$ cat src/rtl/bicolor_status_led_blinker_top_macros.svh
// Assertion macros for the bicolor status LED blinker.
// Used by the top level only; expects i_clk and i_rst_n in scope.
`ifndef BICOLOR_STATUS_LED_BLINKER_TOP_MACROS_SVH
`define BICOLOR_STATUS_LED_BLINKER_TOP_MACROS_SVH

// A property that must hold in the same cycle as its trigger.
`define BSLB_ASSERT_NOW(label, trig, prop, msg) \
    label: assert property (@(posedge i_clk) disable iff (!i_rst_n) (trig) |-> (prop)) \
        else $error(msg);

// A property that must hold in the cycle after its trigger.
`define BSLB_ASSERT_NEXT(label, trig, prop, msg) \
    label: assert property (@(posedge i_clk) disable iff (!i_rst_n) (trig) |=> (prop)) \
        else $error(msg);

`endif

$ cat src/rtl/bslb_pkg.sv
// Shared types, codes and helper functions for the bicolor status LED blinker.
// No dependencies; used by the lane, merging and top-level RTL files of the block.
package bslb_pkg;

    // Command codes carried by a request.
    localparam logic [2:0] CMD_OFF        = 3'd0;
    localparam logic [2:0] CMD_GREEN      = 3'd1;
    localparam logic [2:0] CMD_RED        = 3'd2;
    localparam logic [2:0] CMD_GREEN_SLOW = 3'd3;
    localparam logic [2:0] CMD_GREEN_FAST = 3'd4;
    localparam logic [2:0] CMD_RED_SLOW   = 3'd5;
    localparam logic [2:0] CMD_RED_FAST   = 3'd6;

    // Pin drive codes.
    localparam logic [1:0] DRIVE_RELEASED = 2'd0;
    localparam logic [1:0] DRIVE_GREEN    = 2'd1;
    localparam logic [1:0] DRIVE_RED      = 2'd2;

    // Register indexes on the configuration port.
    localparam logic [1:0] REG_FIRST_LED_PIN  = 2'd0;
    localparam logic [1:0] REG_SECOND_LED_PIN = 2'd1;
    localparam logic [1:0] REG_SLOW_HALF      = 2'd2;
    localparam logic [1:0] REG_FAST_HALF      = 2'd3;

    // Register reset values.
    localparam logic [7:0]  RST_FIRST_LED_PIN  = 8'd1;
    localparam logic [7:0]  RST_SECOND_LED_PIN = 8'd2;
    localparam logic [15:0] RST_SLOW_HALF      = 16'd500;
    localparam logic [15:0] RST_FAST_HALF      = 16'd100;

    // Per-lane view of one request: which command slots hit this LED.
    typedef struct packed {
        logic       hit_a;
        logic [2:0] cmd_a;
        logic       hit_b;
        logic [2:0] cmd_b;
    } t_lane_req;

    // One result: the drive of both LEDs.
    typedef struct packed {
        logic [1:0] led0;
        logic [1:0] led1;
    } t_result;

    // Solid commands are off, green and red.
    function automatic logic is_solid(input logic [2:0] cmd);
        is_solid = (cmd == CMD_OFF) || (cmd == CMD_GREEN) || (cmd == CMD_RED);
    endfunction

    function automatic logic [1:0] solid_drive(input logic [2:0] cmd);
        case (cmd)
            CMD_GREEN: solid_drive = DRIVE_GREEN;
            CMD_RED:   solid_drive = DRIVE_RED;
            default:   solid_drive = DRIVE_RELEASED;
        endcase
    endfunction

    function automatic logic is_blink(input logic [2:0] cmd);
        is_blink = (cmd == CMD_GREEN_SLOW) || (cmd == CMD_GREEN_FAST) ||
                   (cmd == CMD_RED_SLOW) || (cmd == CMD_RED_FAST);
    endfunction

    function automatic logic is_slow(input logic [2:0] cmd);
        is_slow = (cmd == CMD_GREEN_SLOW) || (cmd == CMD_RED_SLOW);
    endfunction

    function automatic logic [1:0] blink_colour(input logic [2:0] cmd);
        if ((cmd == CMD_GREEN_SLOW) || (cmd == CMD_GREEN_FAST)) begin
            blink_colour = DRIVE_GREEN;
        end else begin
            blink_colour = DRIVE_RED;
        end
    endfunction

endpackage

$ cat src/rtl/bslb_lane.sv
// One LED lane: applies the commands that hit this LED and runs its blink timer.
// Depends on bslb_pkg.
module bslb_lane (
    input  logic                 i_clk,
    input  logic                 i_rst_n,
    input  logic                 i_accept,
    input  bslb_pkg::t_lane_req  i_req,
    input  logic [31:0]          i_now_ms,
    input  logic [15:0]          i_slow_half,
    input  logic [15:0]          i_fast_half,
    output logic [1:0]           o_drive
);
    import bslb_pkg::*;

    logic [2:0]  r_cmd;
    logic        r_phase;
    logic [31:0] r_last;
    logic [1:0]  r_drive;

    logic [2:0]  n_cmd;
    logic        n_phase;
    logic [31:0] n_last;
    logic [1:0]  n_drive;

    logic [15:0] w_half;
    logic [31:0] w_elapsed;

    // Apply both command slots in order, then the blink toggle check.
    always_comb begin
        n_cmd   = r_cmd;
        n_drive = r_drive;
        n_phase = r_phase;
        n_last  = r_last;
        if (i_req.hit_a) begin
            n_cmd = i_req.cmd_a;
            if (is_solid(i_req.cmd_a)) begin
                n_drive = solid_drive(i_req.cmd_a);
            end
        end
        if (i_req.hit_b) begin
            n_cmd = i_req.cmd_b;
            if (is_solid(i_req.cmd_b)) begin
                n_drive = solid_drive(i_req.cmd_b);
            end
        end
        w_half    = is_slow(n_cmd) ? i_slow_half : i_fast_half;
        w_elapsed = i_now_ms - r_last;
        if (is_blink(n_cmd) && (w_elapsed >= {16'd0, w_half})) begin
            n_phase = ~r_phase;
            n_drive = n_phase ? blink_colour(n_cmd) : DRIVE_RELEASED;
            n_last  = i_now_ms;
        end
    end

    // Lane state advances only when a request is accepted.
    always_ff @(posedge i_clk) begin
        if (!i_rst_n) begin
            r_cmd   <= CMD_OFF;
            r_phase <= 1'b0;
            r_last  <= 32'd0;
            r_drive <= DRIVE_RELEASED;
        end else if (i_accept) begin
            r_cmd   <= n_cmd;
            r_phase <= n_phase;
            r_last  <= n_last;
            r_drive <= n_drive;
        end
    end

    assign o_drive = n_drive;

endmodule

$ cat src/rtl/bslb_merge.sv
// Merging stage: packs the lane drives into one result and buffers it in a
// two-entry output queue (output register plus skid register). Depends on bslb_pkg.
module bslb_merge (
    input  logic                i_clk,
    input  logic                i_rst_n,
    input  logic                i_push,
    input  logic [1:0]          i_led0,
    input  logic [1:0]          i_led1,
    output logic                o_full,
    output logic                o_valid,
    output bslb_pkg::t_result   o_result,
    input  logic                i_stall
);
    import bslb_pkg::*;

    t_result r_out;
    t_result r_skid;
    logic    r_out_vld;
    logic    r_skid_vld;

    t_result n_out;
    t_result n_skid;
    logic    n_out_vld;
    logic    n_skid_vld;

    t_result w_in;
    logic    w_pop;

    assign w_in.led0 = i_led0;
    assign w_in.led1 = i_led1;
    assign w_pop     = r_out_vld && !i_stall;

    // Pop from the output register first, then place the new result.
    always_comb begin
        n_out      = r_out;
        n_skid     = r_skid;
        n_out_vld  = r_out_vld;
        n_skid_vld = r_skid_vld;
        if (w_pop) begin
            if (r_skid_vld) begin
                n_out      = r_skid;
                n_skid_vld = 1'b0;
            end else begin
                n_out_vld = 1'b0;
            end
        end
        if (i_push) begin
            if (!n_out_vld) begin
                n_out     = w_in;
                n_out_vld = 1'b1;
            end else begin
                n_skid     = w_in;
                n_skid_vld = 1'b1;
            end
        end
    end

    always_ff @(posedge i_clk) begin
        if (!i_rst_n) begin
            r_out_vld  <= 1'b0;
            r_skid_vld <= 1'b0;
        end else begin
            r_out_vld  <= n_out_vld;
            r_skid_vld <= n_skid_vld;
        end
    end

    // Payload registers carry no reset.
    always_ff @(posedge i_clk) begin
        r_out  <= n_out;
        r_skid <= n_skid;
    end

    assign o_full   = r_skid_vld;
    assign o_valid  = r_out_vld;
    assign o_result = r_out;

endmodule

$ cat src/rtl/bicolor_status_led_blinker_top.sv
// Top level of the bicolor status LED blinker: configuration registers,
// pin matching, two LED lanes and the merging output stage. Depends on bslb_pkg.
//
// The block takes one request per clock cycle while not stalled and presents its
// result from the output register; requests and results flow back to back. The
// two LEDs are handled by two lanes side by side, each doing its own command
// update and a 32-bit elapsed-time compare in the accepting cycle. A two-entry
// output queue holds results while the output side stalls, and the input is
// stalled only when both entries are full. Registers sit at byte addresses 0, 4,
// 8 and 12; the user must write them only while idle, which the block does not enforce.
`include "bicolor_status_led_blinker_top_macros.svh"

module bicolor_status_led_blinker_top (
    input  logic        i_clk,
    input  logic        i_rst_n,
    // Configuration port
    input  logic        psel,
    input  logic        penable,
    input  logic        pwrite,
    input  logic [3:0]  paddr,
    input  logic [31:0] pwdata,
    output logic [31:0] prdata,
    output logic        pready,
    // Request channel
    input  logic        i_valid,
    output logic        o_stall,
    input  logic        i_notify_valid,
    input  logic [7:0]  i_first_pin,
    input  logic [2:0]  i_first_cmd,
    input  logic [7:0]  i_second_pin,
    input  logic [2:0]  i_second_cmd,
    input  logic [31:0] i_now_ms,
    // Result channel
    output logic        o_valid,
    input  logic        i_stall,
    output logic [1:0]  o_led0_drive,
    output logic [1:0]  o_led1_drive
);
    import bslb_pkg::*;

    logic [7:0]  r_first_led_pin;
    logic [7:0]  r_second_led_pin;
    logic [15:0] r_slow_half;
    logic [15:0] r_fast_half;

    logic        w_cfg_wr;
    logic [1:0]  w_reg_idx;
    logic        w_accept;
    logic        w_full;
    logic        w_a_live;
    logic        w_b_live;
    t_lane_req   w_req0;
    t_lane_req   w_req1;
    logic [1:0]  w_drive0;
    logic [1:0]  w_drive1;
    t_result     w_result;

    assign pready    = 1'b1;
    assign w_cfg_wr  = psel && penable && pwrite && pready;
    assign w_reg_idx = paddr[3:2];

    // Configuration register writes.
    always_ff @(posedge i_clk) begin
        if (!i_rst_n) begin
            r_first_led_pin  <= RST_FIRST_LED_PIN;
            r_second_led_pin <= RST_SECOND_LED_PIN;
            r_slow_half      <= RST_SLOW_HALF;
            r_fast_half      <= RST_FAST_HALF;
        end else if (w_cfg_wr) begin
            case (w_reg_idx)
                REG_FIRST_LED_PIN:  r_first_led_pin  <= pwdata[7:0];
                REG_SECOND_LED_PIN: r_second_led_pin <= pwdata[7:0];
                REG_SLOW_HALF:      r_slow_half      <= pwdata[15:0];
                REG_FAST_HALF:      r_fast_half      <= pwdata[15:0];
                default: ;
            endcase
        end
    end

    // Register read-back.
    always_comb begin
        case (w_reg_idx)
            REG_FIRST_LED_PIN:  prdata = {24'd0, r_first_led_pin};
            REG_SECOND_LED_PIN: prdata = {24'd0, r_second_led_pin};
            REG_SLOW_HALF:      prdata = {16'd0, r_slow_half};
            REG_FAST_HALF:      prdata = {16'd0, r_fast_half};
            default:            prdata = 32'd0;
        endcase
    end

    assign o_stall  = w_full;
    assign w_accept = i_valid && !w_full;

    // Pin matching: pin zero is no command, and the first LED wins a shared pin.
    assign w_a_live = i_notify_valid && (i_first_pin != 8'd0);
    assign w_b_live = i_notify_valid && (i_second_pin != 8'd0);

    assign w_req0.hit_a = w_a_live && (i_first_pin == r_first_led_pin);
    assign w_req0.cmd_a = i_first_cmd;
    assign w_req0.hit_b = w_b_live && (i_second_pin == r_first_led_pin);
    assign w_req0.cmd_b = i_second_cmd;

    assign w_req1.hit_a = w_a_live && (i_first_pin != r_first_led_pin) &&
                          (i_first_pin == r_second_led_pin);
    assign w_req1.cmd_a = i_first_cmd;
    assign w_req1.hit_b = w_b_live && (i_second_pin != r_first_led_pin) &&
                          (i_second_pin == r_second_led_pin);
    assign w_req1.cmd_b = i_second_cmd;

    bslb_lane u_lane0 (
        .i_clk       (i_clk),
        .i_rst_n     (i_rst_n),
        .i_accept    (w_accept),
        .i_req       (w_req0),
        .i_now_ms    (i_now_ms),
        .i_slow_half (r_slow_half),
        .i_fast_half (r_fast_half),
        .o_drive     (w_drive0)
    );

    bslb_lane u_lane1 (
        .i_clk       (i_clk),
        .i_rst_n     (i_rst_n),
        .i_accept    (w_accept),
        .i_req       (w_req1),
        .i_now_ms    (i_now_ms),
        .i_slow_half (r_slow_half),
        .i_fast_half (r_fast_half),
        .o_drive     (w_drive1)
    );

    bslb_merge u_merge (
        .i_clk    (i_clk),
        .i_rst_n  (i_rst_n),
        .i_push   (w_accept),
        .i_led0   (w_drive0),
        .i_led1   (w_drive1),
        .o_full   (w_full),
        .o_valid  (o_valid),
        .o_result (w_result),
        .i_stall  (i_stall)
    );

    assign o_led0_drive = w_result.led0;
    assign o_led1_drive = w_result.led1;

    // A full queue always has a result on offer.
    `BSLB_ASSERT_NOW(a_full_has_result, o_stall, o_valid, "input stalled with no result queued")
    // Accepting into a held, non-empty queue fills it.
    `BSLB_ASSERT_NEXT(a_fill_on_hold, i_valid && !o_stall && o_valid && i_stall, o_stall, "queue did not fill")
    // A result taken from a queue that was not full leaves room for input.
    `BSLB_ASSERT_NEXT(a_room_after_take, o_valid && !i_stall && !o_stall, !o_stall, "queue full after a take")

endmodule

$ cat config.mk
export PLATFORM = sky130hd
export DESIGN_NAME = bicolor_status_led_blinker_top
export DESIGN_NICKNAME = d
export VERILOG_FILES = /design/src/rtl/bslb_pkg.sv /design/src/rtl/bslb_lane.sv /design/src/rtl/bslb_merge.sv /design/src/rtl/bicolor_status_led_blinker_top.sv
export VERILOG_INCLUDE_DIRS = /design/src /design/src/rtl
export SDC_FILE = /design/constraint.sdc
export NUM_CORES = 1
export LEC_CHECK = 0
export BUFFER_PORTS_ARGS = -buffer_cell sky130_fd_sc_hd__clkbuf_2
export CAP_MARGIN = 20
export CORE_ASPECT_RATIO = 1.1
export CORE_MARGIN = 3
export CORE_UTILIZATION = 65
export CTS_CLUSTER_SIZE = 14
export DETAILED_ROUTE_END_ITERATION = 10
export GPL_ROUTABILITY_DRIVEN = 0
export GPL_TIMING_DRIVEN = 0
export HOLD_SLACK_MARGIN = 0.03
export PLACE_DENSITY = 0.85
export SLEW_MARGIN = 20
export SYNTH_ARGS = -nofsm -noshare
export SYNTH_HDL_FRONTEND = slang
export SYNTH_SLANG_ARGS = --single-unit
$ cat constraint.sdc
create_clock -name i_clk -period 12.14 [get_ports i_clk]
set_clock_uncertainty 0.15 [all_clocks]
set_input_delay 0.607 -clock i_clk [delete_from_list [all_inputs] [get_ports i_clk]]
set_output_delay 0.607 -clock i_clk [all_outputs]
set_load 0.05 [all_outputs]
=== Yosys cells after proc, flatten, opt, wreduce, memory -nomap -nowiden ===
Index checks and enable logic that the tools add are counted.

* Register bits: 134
* Output and inout port bits: 39
* Input port bits: 98

* Muxes and demuxes: 33
* Reduce and logical (&&, ||, !) cells: 40
* Add/sub/neg operators: 2
* Bitwise logic cells: 2
* Order comparisons: 2
* Equality and inequality tests: 21

{| class="wikitable"
|+ Operators with widths
! kind !! number
|-
| one-hot mux 32 bit (4 select lines) || 1
|-
| greater-or-equal comparator 32 x 16 -> 1 bit || 2
|-
| subtractor 32 bit || 2
|-
| == test 8 bit || 4
|-
| 2-to-1 mux 16 bit || 2
|-
| 2-to-1 mux 2 bit || 14
|-
| == test 3 bit (second input constant) || 6
|-
| 2-to-1 mux 4 bit || 4
|-
| inequality test 8 bit || 2
|-
| nonzero test 8 bit || 2
|-
| logical AND 1 bit || 14
|-
| AND reduction 2 bit || 7
|-
| == test 3 x 2 -> 1 bit (second input constant) || 4
|-
| logical OR 1 bit || 12
|-
| 2-to-1 mux 3 bit || 4
|-
| one-hot mux 2 bit (2 select lines) || 2
|-
| == test 3 x 1 -> 1 bit (second input constant) || 2
|-
| logical NOT 3 bit || 2
|-
| 2-to-1 mux 1 bit || 6
|-
| == test 2 bit (second input constant) || 2
|-
| == test 2 x 1 -> 1 bit (second input constant) || 1
|-
| logical NOT 1 bit || 2
|-
| logical NOT 2 bit || 1
|-
| inverter 1 bit || 2
|}

=== Depth between registers and ports, before layout ===
Gate-level depths: netlist of the first run.

* Depth after elaboration: 14
* Gate-level depth with buffers: 23

=== Cells and area by module ===
A second synthesis of the first run with hierarchy kept.

* Cells, all modules: 1522
* Area, all modules: 11917.7 um2

{| class="wikitable"
|+ Modules (own cells, without submodules)
! module !! cells each !! area each (um2) !! instances
|-
| bslb_lane (u_lane0) || 578 || 4406.7 || 1
|-
| bslb_lane (u_lane1) || 610 || 4350.4 || 1
|-
| bicolor_status_led_blinker_top || 297 || 2721.4 || 1
|-
| bslb_merge || 37 || 439.2 || 1
|}

=== Worst setup path after synthesis of the first run ===
No wires, ideal clock.

* Path kind: input -> register
* Start point: in i_first_pin[4]
* End point: reg u_lane1.r_phase
* Arrival: 5836 ps
* Setup time: 115 ps
* Stages: 22
* Setup slack: 6039 ps
* Cell sequence: or4_1 -> o21ai_1 -> nor3_1 -> o21ai_1 -> mux2_2 -> mux2_2 -> nand2_1 -> clkbuf_1 -> mux2i_1 -> ha_1 -> and3_1 -> a221oi_1 -> o21ai_0 -> a21oi_1 -> nand4_1 -> nor4b_1 -> or4b_1 -> a2111oi_4 -> nor3_4 -> buf_6 -> xor2_1 -> and2_1

* Longest elaborated chain between the ends: 12
* Elaborated cells between the ends (all ways): 20
* Those cells by class: order compare (1); eq/ne (6); mux (3); reduce/logical (10)

{| class="wikitable"
|+ Ends and longest elaborated chain
! item !! RTL line !! text
|-
| start: declaration || bicolor_status_led_blinker_top.sv:28 || <nowiki>input logic [7:0] i_first_pin,</nowiki>
|-
| nonzero test 8 bit || bicolor_status_led_blinker_top.sv:95 || <nowiki>assign w_a_live = i_notify_valid && (i_first_pin != 8'd0);</nowiki>
|-
| logical AND 1 bit || bicolor_status_led_blinker_top.sv:95 ||
|-
| logical AND 1 bit || bicolor_status_led_blinker_top.sv:103 || <nowiki>assign w_req1.hit_a = w_a_live && (i_first_pin != r_first_led_pin) &&</nowiki>
|-
| logical AND 1 bit * || bicolor_status_led_blinker_top.sv:103 ||
|-
| 2-to-1 mux 3 bit * || bslb_lane.sv:34 || <nowiki>if (i_req.hit_a) begin</nowiki>
|-
| 2-to-1 mux 3 bit * || bslb_lane.sv:40 || <nowiki>if (i_req.hit_b) begin</nowiki>
|-
| == test 3 x 2 -> 1 bit (tied with other cells) || bslb_pkg.sv:59, bslb_pkg.sv:64 ||
|-
| logical OR 1 bit (on tied branches) || bslb_pkg.sv:64, bslb_pkg.sv:59 ||
|-
| 2-to-1 mux 16 bit / logical OR 1 bit (equally long branches) || bslb_lane.sv:46, bslb_pkg.sv:59 ||
|-
| greater-or-equal comparator 32 x 16 -> 1 bit / logical OR 1 bit (equally long branches) || bslb_lane.sv:48, bslb_pkg.sv:60 ||
|-
| logical AND 1 bit * || bslb_lane.sv:48 || <nowiki>if (is_blink(n_cmd) && (w_elapsed >= {16'd0, w_half})) begin</nowiki>
|-
| AND reduction 2 bit (no line) * || n/a ||
|-
| end signal: assignment || bslb_lane.sv:64 || <nowiki>r_phase <= n_phase;</nowiki>
|-
| end: declaration || bslb_lane.sv:16 || <nowiki>logic r_phase;</nowiki>
|}

Every way passes the cells marked *; elsewhere a longest branch is shown, timed or not.
A chain may end at the register's enable or synchronous reset.

=== Worst setup path after layout of the first run ===
* Start point: reg r_first_led_pin[3]
* End point: reg u_lane0.r_last[8]

* Longest elaborated chain between the ends: 10
* Elaborated cells between the ends (all ways): 18
* Those cells by class: order compare (1); eq/ne (6); mux (3); reduce/logical (8)

{| class="wikitable"
|+ Ends and longest elaborated chain
! item !! RTL line !! text
|-
| start: declaration || bicolor_status_led_blinker_top.sv:41 || <nowiki>logic [7:0] r_first_led_pin;</nowiki>
|-
| start signal: assignment || bicolor_status_led_blinker_top.sv:71 || <nowiki>REG_FIRST_LED_PIN: r_first_led_pin <= pwdata[7:0];</nowiki>
|-
| == test 8 bit || bicolor_status_led_blinker_top.sv:98 || <nowiki>assign w_req0.hit_a = w_a_live && (i_first_pin == r_first_led_pin);</nowiki>
|-
| logical AND 1 bit || bicolor_status_led_blinker_top.sv:98 ||
|-
| 2-to-1 mux 3 bit || bslb_lane.sv:34 ||
|-
| 2-to-1 mux 3 bit * || bslb_lane.sv:40 ||
|-
| == test 3 x 2 -> 1 bit (tied with other cells) || bslb_pkg.sv:59, bslb_pkg.sv:64 ||
|-
| logical OR 1 bit (on tied branches) || bslb_pkg.sv:64, bslb_pkg.sv:59 ||
|-
| 2-to-1 mux 16 bit / logical OR 1 bit (equally long branches) || bslb_lane.sv:46, bslb_pkg.sv:59 ||
|-
| greater-or-equal comparator 32 x 16 -> 1 bit / logical OR 1 bit (equally long branches) || bslb_lane.sv:48, bslb_pkg.sv:60 ||
|-
| logical AND 1 bit * || bslb_lane.sv:48 ||
|-
| AND reduction 2 bit (no line) * || n/a ||
|-
| end signal: assignment || bslb_lane.sv:65 || <nowiki>r_last <= n_last;</nowiki>
|-
| end: declaration || bslb_lane.sv:17 || <nowiki>logic [31:0] r_last;</nowiki>
|}

Marked as above.

==> results of run 1 <==
==> worst max-delay path, stage by stage (launching register included) <==
cell      delay (ns)
dfxtp_1         0.44
xnor2_1         0.16
nand4_1         0.19
nor3_1          0.55
mux2_2          0.39
mux2_2          0.33
xor2_1          0.18
nand2_1         0.34
clkbuf_1        0.57
mux2i_1         0.27
ha_1            0.26
a21o_1          0.18
a211o_1         0.29
a22oi_1         0.34
o311ai_0        0.21
nor4_1          0.31
o311ai_0        0.17
nor4_1          0.30
nand4_1         0.28
o31ai_4         0.76
buf_6           0.27
mux2i_1         0.22
nor2b_1         0.06
==> sequential cells by signal, indices dropped and copies added, names as in the netlist, 4 cells and up <==
register	count
u_lane0.r_last	32
u_lane1.r_last	32
r_fast_half	16
r_slow_half	16
r_first_led_pin	8
r_second_led_pin	8
u_merge.o_result	4
u_merge.r_skid	4
==> per-layer routing <==
| layer | vias to the layer above | part of all wire (%) | GRT usage [%] |
|---|---|---|---|
| li1 | 5200 | - | - |
| met1 | 5076 | 41 | 40.3 |
| met2 | 548 | 46 | 55.1 |
| met3 | 98 | 8.0 | 5.60 |
| met4 | 0 | 4.5 | 16.2 |
| met5 | - | 0 | 0 |
==> logic make-up (layout without fill, tap and decap cells) <==
kind of cell / Yosys count / in the layout / share of synthesized area, %
AO/OA/AOI/OAI: 313 / 313 / 18.3
XOR/XNOR: 82 / 82 / 6.32
adder cells (fa/ha/maj): 96 / 96 / 10.7
buffers and inverters: 148 / 280 / 5.81
flip-flops: 134 / 134 / 24.0
multiplexers: 148 / 148 / 14.1
other: 2 / 17 / 0.0661
AND/OR/NAND/NOR: 464 / 464 / 20.8
==> per-stage QoR <==
step           hold WS, ns  util [%]  power (W)  std cells
2_1_floorplan        0.291         -   0.000655       1402
3_3_place_gp         0.301      71.5   0.000724       1736
3_5_place_dp         0.312      71.5   0.000731       1736
4_1_cts              0.292      75.1    0.00127       1768
5_1_grt              0.302      75.1    0.00132       1768
6_report             0.297      75.1    0.00127       1768
==> area by class of cell <==
type	count	share of cell area, %
Multi-Input combinational cell	1120	62.7
Clock inverter	13	1.33
Inverter	76	2.22
Buffer	72	2.93
Clock buffer	19	3.45
Timing Repair Buffer	100	3.90
Sequential cell	134	21.2
Tap cell	234	2.28
==> Yosys cell counts, types with 3 or more instances <==
master and count:
a211o_1 3, a211oi_1 14, a21boi_0 34, a21o_1 16, a21oi_1 87, a221oi_1 5, a31oi_1 8, and2_1 12
and3_1 7, and4_1 4, buf_2 3, buf_4 19, buf_6 4, clkbuf_1 44, dfxtp_1 130, edfxtp_1 4
ha_1 94, inv_1 76, mux2_2 14, mux2i_1 126, mux4_2 8, nand2_1 151, nand2b_1 10, nand3_1 28
nand4_1 22, nor2_1 71, nor2b_1 93, nor3_1 21, nor3b_1 7, nor4_1 14, nor4b_1 4, o2111ai_1 5
o211ai_1 14, o21a_1 17, o21ai_0 61, o21ai_1 4, o21bai_1 4, o31a_1 5, o31ai_1 4, o32ai_1 4
or3_1 5, or4_1 3, xnor2_1 52, xor2_1 30
==> worst min-delay path by stage <==
stage                       end  slack [ns]  depth (start not counted)
6_report         u_merge.o_full        0.30                          3
5_1_grt          u_merge.o_full        0.30                          3
4_1_cts         r_fast_half[15]        0.29                          3
3_5_place_dp   u_lane0.r_cmd[1]        0.31                          2
3_3_place_gp   u_lane0.r_cmd[1]        0.30                          2
2_1_floorplan  u_lane0.r_cmd[0]        0.29                          2
==> power groups by stage <==
stage               Combinational (W)  Sequential, W  Clock (W)
floorplan                    0.000182       0.000472          0
global placement             0.000260       0.000464          0
detailed placement           0.000266       0.000464          0
CTS                          0.000269       0.000455   0.000545
global route                 0.000301       0.000455   0.000566
finish                       0.000275       0.000455   0.000544
==> impl_results.md, run 1 <==
- HP Start: i_valid
- CTS Buf Count: 17
- Die ar.: between 15,000 and 20,000 sq um
- VDD IR-drop max: between 0.00008 and 0.00009 V
- Fraction of the yosys area taken by sequential cells: 24.0%
- Switching share of power: 30.8%
- Arrival time worst endpoint: 7.54 ns
- Synthesized flop and latch total: roughly 130
- Synth cell types: slightly below 80
- Setup ws final: ~4.8 ns
- Initial DRC Count: approximately 1,100
- Avg WL per Cell: approximately 18 um
- Slew HR: around 25%
- Origin of the worst setup path: r_first_led_pin[3]
- GR Util All Layers: between 30 and 40%
- Crit path max fanout: 10
- Combinational Power Share: a little over a fifth
- # rows: 50
- CTS tree: done
- FF/Latch Area: about 2700 sq um
- Min-delay worst type: in -> reg
- Fillers: 1,310
- Synth Warn #: 0
- WP data required: between 10 and 15 ns
- Fin. Hold Viols: 0
- I/O pins: 137
- Via density: 6.18
- Ys async rst share: 0%
- Nets: 1,715
- Commonest non-fill, non-tap cell in the layout: nand2_1
- Share of the synthesized area in the top cell type: a little under a quarter
- Area Overhead vs Synth: 12.9%
- Clk_lat worst skew: around 0.43 ns
- Resize count post-CTS: 0
- Critical Path End: u_lane0.r_last[8]
- Largest net degree at the start of global routing: 17
- Mapped Avg Cell Area: 8.19 sq um
- Slew @ Worst Pin: 1.11 ns
- Residual DRC: 0
- Max cap viols: 0
- First-pass GRT wire length: 51,000 um
- Design area: 12,800 sq um
- Clock net sink count: 134
- Reg-to-reg endpoint: u_lane0.r_last[8]
- Root buf cell: clkbuf_16
- R2r setup slk: 4.78 ns
- H-tree levels: 4
- Hold_buf cts: 0
- Startpoint class of the critical path: flop
- DP Worst Slack: 4.59 ns
- Vias in the first global route: around 11,000
- Deepest clock path buffer count: 2
- Crit. End Element: flop
- Synth area leader: dfxtp_1
- Power per cell area: 99.3 nW/um^2
- Area of the multi-input gates: just over 8000 sq um
- ANT cells: 0
- Clk pwr share: between 40% and 50%
- Final ANT Viol Nets: 0
- Port Buf Inserts: 100
- Final Max Tran Viols: 0
- Setup TNS: 0 ns
- DP Area: ~12,000 sq um
- Initial antenna violation count: 1
- Post-synthesis cell count: ~1,400
- Reg2Reg Depth: 22
- Most frequent cells in the layout: nand2_1 (151), dfxtp_1 (130), mux2i_1 (126), clkbuf_2 (100), ha_1 (94)
- Post-DP HPWL: between 20,000 and 25,000 um
- Outcome: finished clean
- Final setup violation count: 0
- Psw: 0.000392 W
- Final worst path period share: between 60% and 70%
- R2R Path Start: r_first_led_pin[3]
- GR Overflow Total: 0
- Leakage: around 5.2 nW
- Post-Route WL: 31,100 um
- Cell-internal power: roughly 0.00088 W
- EDFF count, synth: 4
- Syn Std Cell Area: 11,400 sq um
- Sequential power share: 35.7%
- Initial Util: 66.5%
- First-pass DRT Iterations: 5
- Fmax: around 0.14 GHz
- Die H: roughly 140 um
- RSZ-0062 raised after global routing: no
- Synth top area cells: dfxtp_1 (23%), mux2i_1 (11%), ha_1 (10%), nor2b_1 (5.1%), nand2_1 (5.0%)
- Placeable Area: 17,100 sq um
- Setup Buffers After CTS: 0
- WS Path Type: reg -> reg
- Main synth FF type: dfxtp_1
- Period minus WS final: between 7 and 8 ns
- Clk pin slew, worst setup/hold paths: roughly 0.06 ns
- Die W: about 130 um
- Via count: ~11,000
- Layout cells sized above 1: roughly an eighth
(Power assumes the default switching activity.)
==> run 2: changes to the inputs <==
Settings changed: CORE_UTILIZATION 65 to 54, PLACE_DENSITY 0.85 to 0.75.
Clock period 12.14 ns to 6.3 ns, I/O delays scaled along.
==> run 2 against run 1 <==
Sequential cell count unchanged. Setup slack worse by 4.6 ns. Via count down 1.3%. Fmax up 21%. Core utilization down 12 points. First-iteration DRC count down 27%. Register-to-register slack worse by 4.6 ns. Power up 86%. Non-clock buffer count up 26. Sequential power up 93%. Critical path type unchanged. Critical endpoint is now u_lane1.r_phase. Largest power group unchanged.
==> impl_results.md, run 2 (same netlist as run 1, synthesis figures left out) <==
- Most frequent cells in the layout: nand2_1 (149), dfxtp_1 (129), mux2i_1 (126), clkbuf_2 (100), ha_1 (94)
- First-pass GRT wire length: between 50,000 and 60,000 um
- Final setup violation count: 0
- Via count: between 10,000 and 15,000
- WS Path Type: reg -> reg
- Commonest non-fill, non-tap cell in the layout: nand2_1
- Setup ws final: between 0.2 and 0.25 ns
- Placeable Area: 20,600 sq um
- Clk_lat worst skew: between 0.4 and 0.5 ns
- CP delay by family, top: simple AND/OR/NAND/NOR gates
- HP Start: i_now_ms[0]
- Biggest regs: u_lane0.r_last: 32 flops, u_lane1.r_last: 32 flops
- Leakage: 5.29 nW
- GR Overflow Total: 0
- Post-DP HPWL: about 25,000 um
- Post-layout util: between 60% and 70%
- Post-Route WL: ~32,000 um
- VDD IR-drop max: about 0.00017 V
- Final Max Tran Viols: 0
- WP data required: approximately 6.5 ns
- H-tree levels: 4
- First-pass DRT Iterations: 6
- Layout cells sized above 1: between 10% and 20%
- Vias in the first global route: just over 10,000
- I/O pins: between 100 and 150
- Nets: between 1,500 and 2,000
- CTS tree: done
- Arrival time worst endpoint: 6.25 ns
- Slew HR: a little over a quarter
- Origin of the worst setup path: r_first_led_pin[0]
- Max cap viols: 0
- Die ar.: approximately 23,000 sq um
- Period minus WS final: between 6 and 7 ns
- Residual DRC: 0
- Crit path cell chain: xnor2_1 > nand4_1 > buf_4 > o21ai_4 > mux2_2 > mux2_2 > nand2_2 > buf_6 > mux2i_1 > ha_1 > and3_1 > a221oi_1 > o21ai_0 > a21oi_1 > nand4_1 > nor4b_2 > or4b_1 > a2111oi_4 > nor3_4 > buf_6 > xor2_1 > and2_1
- Root buf cell: clkbuf_16
- Power per cell area: 180 nW/um^2
- Outcome: finished clean
- Die W: 144 um
- Die H: 158 um
- Initial antenna violation count: 1
- Startpoint class of the critical path: flop
- Port Buf Inserts: 100
- Fmax: roughly 0.16 GHz
- WP buf/inv: 3
- Deepest clock path buffer count: 2
- Clock net sink count: approximately 130
- Initial DRC Count: between 700 and 800
- CTS Buf Count: 17
- Critical Path Max Stage Delay: approximately 0.53 ns
- R2R Path Start: r_first_led_pin[0]
- Via density: roughly 6
- GR Util All Layers: around 28%
- Critical Path Slowest Stage Cell: or4b_1
- Final ANT Viol Nets: 0
- Fin. Hold Viols: 0
- Largest net degree at the start of global routing: 17
- Crit path max fanout: 10
- Min-delay worst type: in -> reg
- Fillers: around 1,800
- DP Worst Slack: -1.06 ns
- FF/Latch Area: 2720 sq um
- ANT cells: 0
- # rows: between 50 and 60
- Clk pin slew, worst setup/hold paths: around 0.06 ns
- Final worst path period share: a little over nine tenths
- Area of the multi-input gates: a little over 8000 sq um
- Slew @ Worst Pin: 1.08 ns
- Initial Util: a little under three fifths
- Area Overhead vs Synth: 15.4%
- Avg WL per Cell: 17.5 um
- Crit. End Element: flop
## run 2: cell types whose count changed in the layout (fill, tap and decap cells not counted), sizes merged
cell,change
dlygate4sd3,+16
buf,+12
clkbuf,-3
clkinv,+3
bufinv,-2
clkinvlp,+1
inv,-1
## run 2: area by class of cell
| cell class | instances | share of cell area (%) |
|---|---|---|
| multi-input cells | 1120 | 61.7 |
| repair buffers | 126 | 5.71 |
| well taps | 256 | 2.44 |
| clock buffers | 18 | 3.27 |
| inverters | 76 | 2.18 |
| flip-flops and latches | 134 | 20.8 |
| clock inverters | 14 | 0.973 |
| plain buffers | 72 | 2.98 |
## run 2: repair_timing
item,in CTS,in global routing
hold buffers,16,0
pin swaps,3,7
hold endpoints to repair,28,0
resized for setup,13,6
endpoints found under the setup margin,78,69
buffers inserted,4,6
## run 2: worst register-to-register path, stage by stage, from the launching register on
cell and delay, ns:
dfxtp_1 0.44, xnor2_1 0.16, nand4_1 0.20, buf_4 0.21, o21ai_4 0.23, mux2_2 0.38
mux2_2 0.30, nand2_2 0.22, buf_6 0.22, mux2i_1 0.22, ha_1 0.26, and3_1 0.20
a221oi_1 0.26, o21ai_0 0.20, a21oi_1 0.17, nand4_1 0.16, nor4b_2 0.38, or4b_1 0.53
a2111oi_4 0.41, nor3_4 0.18, buf_6 0.20, xor2_1 0.15, and2_1 0.16
## run 2: where the power goes
group / leakage [nW] / switching (W) / internal [W] / total (W)
Sequential: 1.09 / 0.0000110 / 0.000865 / 0.000876
Clock: 0.263 / 0.000404 / 0.000545 / 0.000949
Combinational: 3.94 / 0.000337 / 0.000203 / 0.000540
Total: 5.29 / 0.000752 / 0.00161 / 0.00236
## run 2: final timing paths
kind / to / slack [ns] / depth (start not counted)
setup / recovery: u_lane1.r_phase / 0.22 / 22
setup reg to reg: u_lane1.r_phase / 0.22 / 22
hold / removal: u_lane0.r_last[0] / 0.03 / 3
hold reg to reg: u_lane0.r_cmd[1] / 0.32 / 2
## run 2: metrics by stage
step                      hold WS, ns  std cells  cell area (sq um)  setup TNS [ns]  total power [W]
after detailed placement        0.315       1758              12200          -66.09          0.00141
after global placement          0.306       1758              12200          -55.96          0.00140
after CTS                      0.0304       1810              13100               0          0.00237
final                          0.0310       1816              13100               0          0.00236
after global routing           0.0480       1816              13100          -0.156          0.00247
after floorplan                 0.289       1402              11400               0          0.00126
## run 2: per-layer routing
metal	vias up	track usage, %	routed length, um
li1	5254	-	-
met1	5003	35.1	13800
met2	437	47.3	15000
met3	83	4.53	1950
met4	2	9.28	956
met5	-	0	16
==> run 3: changes to the inputs <==
Settings changed: ABC_AREA from default to 1, CORE_UTILIZATION 54 to 55.
==> run 3 against run 2 <==
The run now ends with DRC left. First-iteration DRC count up 39%. Via count up 28%. Final area up 9.5%. Setup slack better by 1.1 ns. Clock power up 9.6%. Non-clock buffer count down 27. Synthesized cell count up 63%. Register-to-register slack better by 1.1 ns. Area after synthesis up 12%. Sequential cell count unchanged. Global-route usage up 2.8 points. Routed wire length up 19%.
==> impl_results.md, run 3 <==
- Slew @ Worst Pin: 0.650 ns
- Design area: roughly 14,000 sq um
- Worst path most repeated cell: nand2_1
- Critical Path Slowest Stage Cell: clkbuf_1
- Hold depth: 3
- Placeable Area: ~22,000 sq um
- Root buf cell: clkbuf_16
- Commonest cells post-synth: nand2_1 (830), inv_1 (393), nor2_1 (280), dfxtp_1 (130), o21ai_0 (103)
- Final ANT Viol Nets: 0
- Largest net degree at the start of global routing: 17
- Failing checks: DRC
- Clk pin slew, worst setup/hold paths: around 0.07 ns
- Setup Buffers After CTS: 0
- GR Util All Layers: a little under a third
- Fmax: 0.202 GHz
- Main synth FF type: dfxtp_1
- Most frequent cells in the layout: nand2_1 (830), inv_1 (393), nor2_1 (280), dfxtp_1 (130), o21ai_0 (103)
- Clk_lat worst skew: about 0.43 ns
- Port Buf Inserts: 100
- Leakage: about 8.2 nW
- Arrival time worst endpoint: roughly 5 ns
- WS Path Type: reg -> reg
- Commonest non-fill, non-tap cell in the layout: nand2_1
- Mapped Avg Cell Area: roughly 5.6 sq um
- Max cap viols: 0
- Final setup violation count: 0
- Initial DRC Count: ~1,100
- Synth area leader: nand2_1
- Fin. Hold Viols: 0
- Area Overhead vs Synth: 12.9%
- DP Worst Slack: around 1.4 ns
- Ys async rst share: 0%
- Die ar.: around 25,000 sq um
- Slew HR: 56.7%
- Final Max Tran Viols: 0
- Nets: 2,597
- Post-DP HPWL: 30,600 um
- Fillers: approximately 2,300
- Die W: 151 um
- Area of the multi-input gates: 8150 sq um
- Outcome: finished, violations left
- Initial Util: a little under three fifths
- Die H: roughly 170 um
- ANT cells: 0
- VDD IR-drop max: roughly 0.0002 V
- Count leader, synth: nand2_1
- Synth top area cells: nand2_1 (25%), dfxtp_1 (20%), inv_1 (12%), ha_1 (9.2%), nor2_1 (8.3%)
- Synthesized flop and latch total: around 130
- Crit path max fanout: 10
- FF/Latch Area: 2720 sq um
- Synth Warn #: 0
- Crit. End Element: flop
- Deepest clock path buffer count: 2
- Critical Path Max Stage Delay: ~0.4 ns
- Reg2Reg Depth: 28
- Clock net sink count: ~130
- EDFF count, synth: 4
- Period minus WS final: ~5.0 ns
- Min-delay worst type: in -> reg
- WP data required: 6.46 ns
- Vias in the first global route: roughly 13,000
- # rows: 57
- Biggest regs: u_lane0.r_last: 32 flops, u_lane1.r_last: 32 flops
- Startpoint class of the critical path: flop
- Via count: between 10,000 and 15,000
- Fraction of the yosys area taken by sequential cells: ~21%
- Setup TNS: 0 ns
- H-tree levels: 4
- CTS Buf Count: 17
- CTS tree: done
- Post-layout util: approximately 64%
- DP Area: about 14,000 sq um
- Initial antenna violation count: 0
- Syn Std Cell Area: about 13,000 sq um
- Residual DRC: 1
- Layout cells sized above 1: under 10%
- RSZ-0062 raised after global routing: no
- Post-Route WL: 37,700 um
- I/O pins: between 100 and 150
- Post-synthesis cell count: ~2,300
- Power per cell area: between 200 and 250 nW/um^2
- First-pass DRT Iterations: 10
- Synth cell types: between 40 and 50
- Final worst path period share: 78.6%
- GR Overflow Total: 0
- Share of the synthesized area in the top cell type: 24.5%
- First-pass GRT wire length: 61,100 um
- Setup ws final: 1.35 ns
- Avg WL per Cell: 13.9 um
- Via density: between 5 and 6
## run 3: area by class of cell
type	instances	area share (%)
buffer	59	2.59
timing repair buffer	112	4.32
clock inverter	14	1.21
multi-input combinational	1672	56.8
sequential	134	19.0
inverter	407	10.6
tap	295	2.57
clock buffer	17	2.96
## run 3: metal layers
layer  up-vias  wire length [um]  share of wire, %  track usage (%)
met3        97              2300               6.1             3.36
met1      6114             15700                42             37.1
met5         -                 0                 0                0
met2       449             18100                48             53.5
met4         0              1610               4.3             13.9
li1       7174                 -                 -                -
## run 3: power breakdown
part	internal, W	switching, W	leakage [nW]	total (W)
Sequential	0.000902	0.0000206	1.10	0.000922
Combinational	0.000372	0.000730	6.84	0.00110
Clock	0.000624	0.000416	0.290	0.00104
Total	0.00190	0.00117	8.23	0.00306
## run 3: worst paths after layout
path | start | endpoint | slack [ns]
worst max register to register | r_first_led_pin[7] | u_lane0.r_last[6] | 1.35
worst min register to register | u_lane1.r_last[31] | u_lane1.r_last[31] | 0.32
worst min-delay path | pwdata[13] | r_slow_half[13] | 0.04
worst max-delay path | r_first_led_pin[7] | u_lane0.r_last[6] | 1.35
## run 3: kinds of logic (layout without fill, tap and decap cells)
logic type | after synthesis | in the layout | share of synthesized area, %
other | 2 | 17 | 0.0591
and+or+nand+nor | 1291 | 1291 | 41.4
AOI/OAI and AO/OA | 222 | 222 | 9.50
xor gates and xnor gates | 46 | 46 | 3.17
adders and majority gates | 96 | 96 | 9.56
DFF | 134 | 134 | 21.4
buffers and inverters | 466 | 609 | 14.9
## run 3: critical path: cells and delay by family (launching register included)
kind	cells	cell delay, ns
adder cells (fa/ha/maj)	1	0.34
flip-flops	1	0.38
AO/OA/AOI/OAI	3	0.65
AND/OR/NAND/NOR	20	2.44
buffers and inverters	4	0.89
## run 3: what timing repair did
action                                  4_1_cts  5_1_grt
endpoints found under the setup margin        0        0
hold buffers                                 12        0
hold endpoints to repair                     17        0
resized for setup                             0        0
## run 3: per-stage QoR
stage,instances,total power [W],hold WS (ns)
floorplan,2272,0.00174,0.291
global placement,2667,0.00199,0.304
detailed placement,2667,0.00201,0.311
CTS,2710,0.00306,0.0323
global route,2710,0.00326,0.0642
finish,2710,0.00306,0.0400
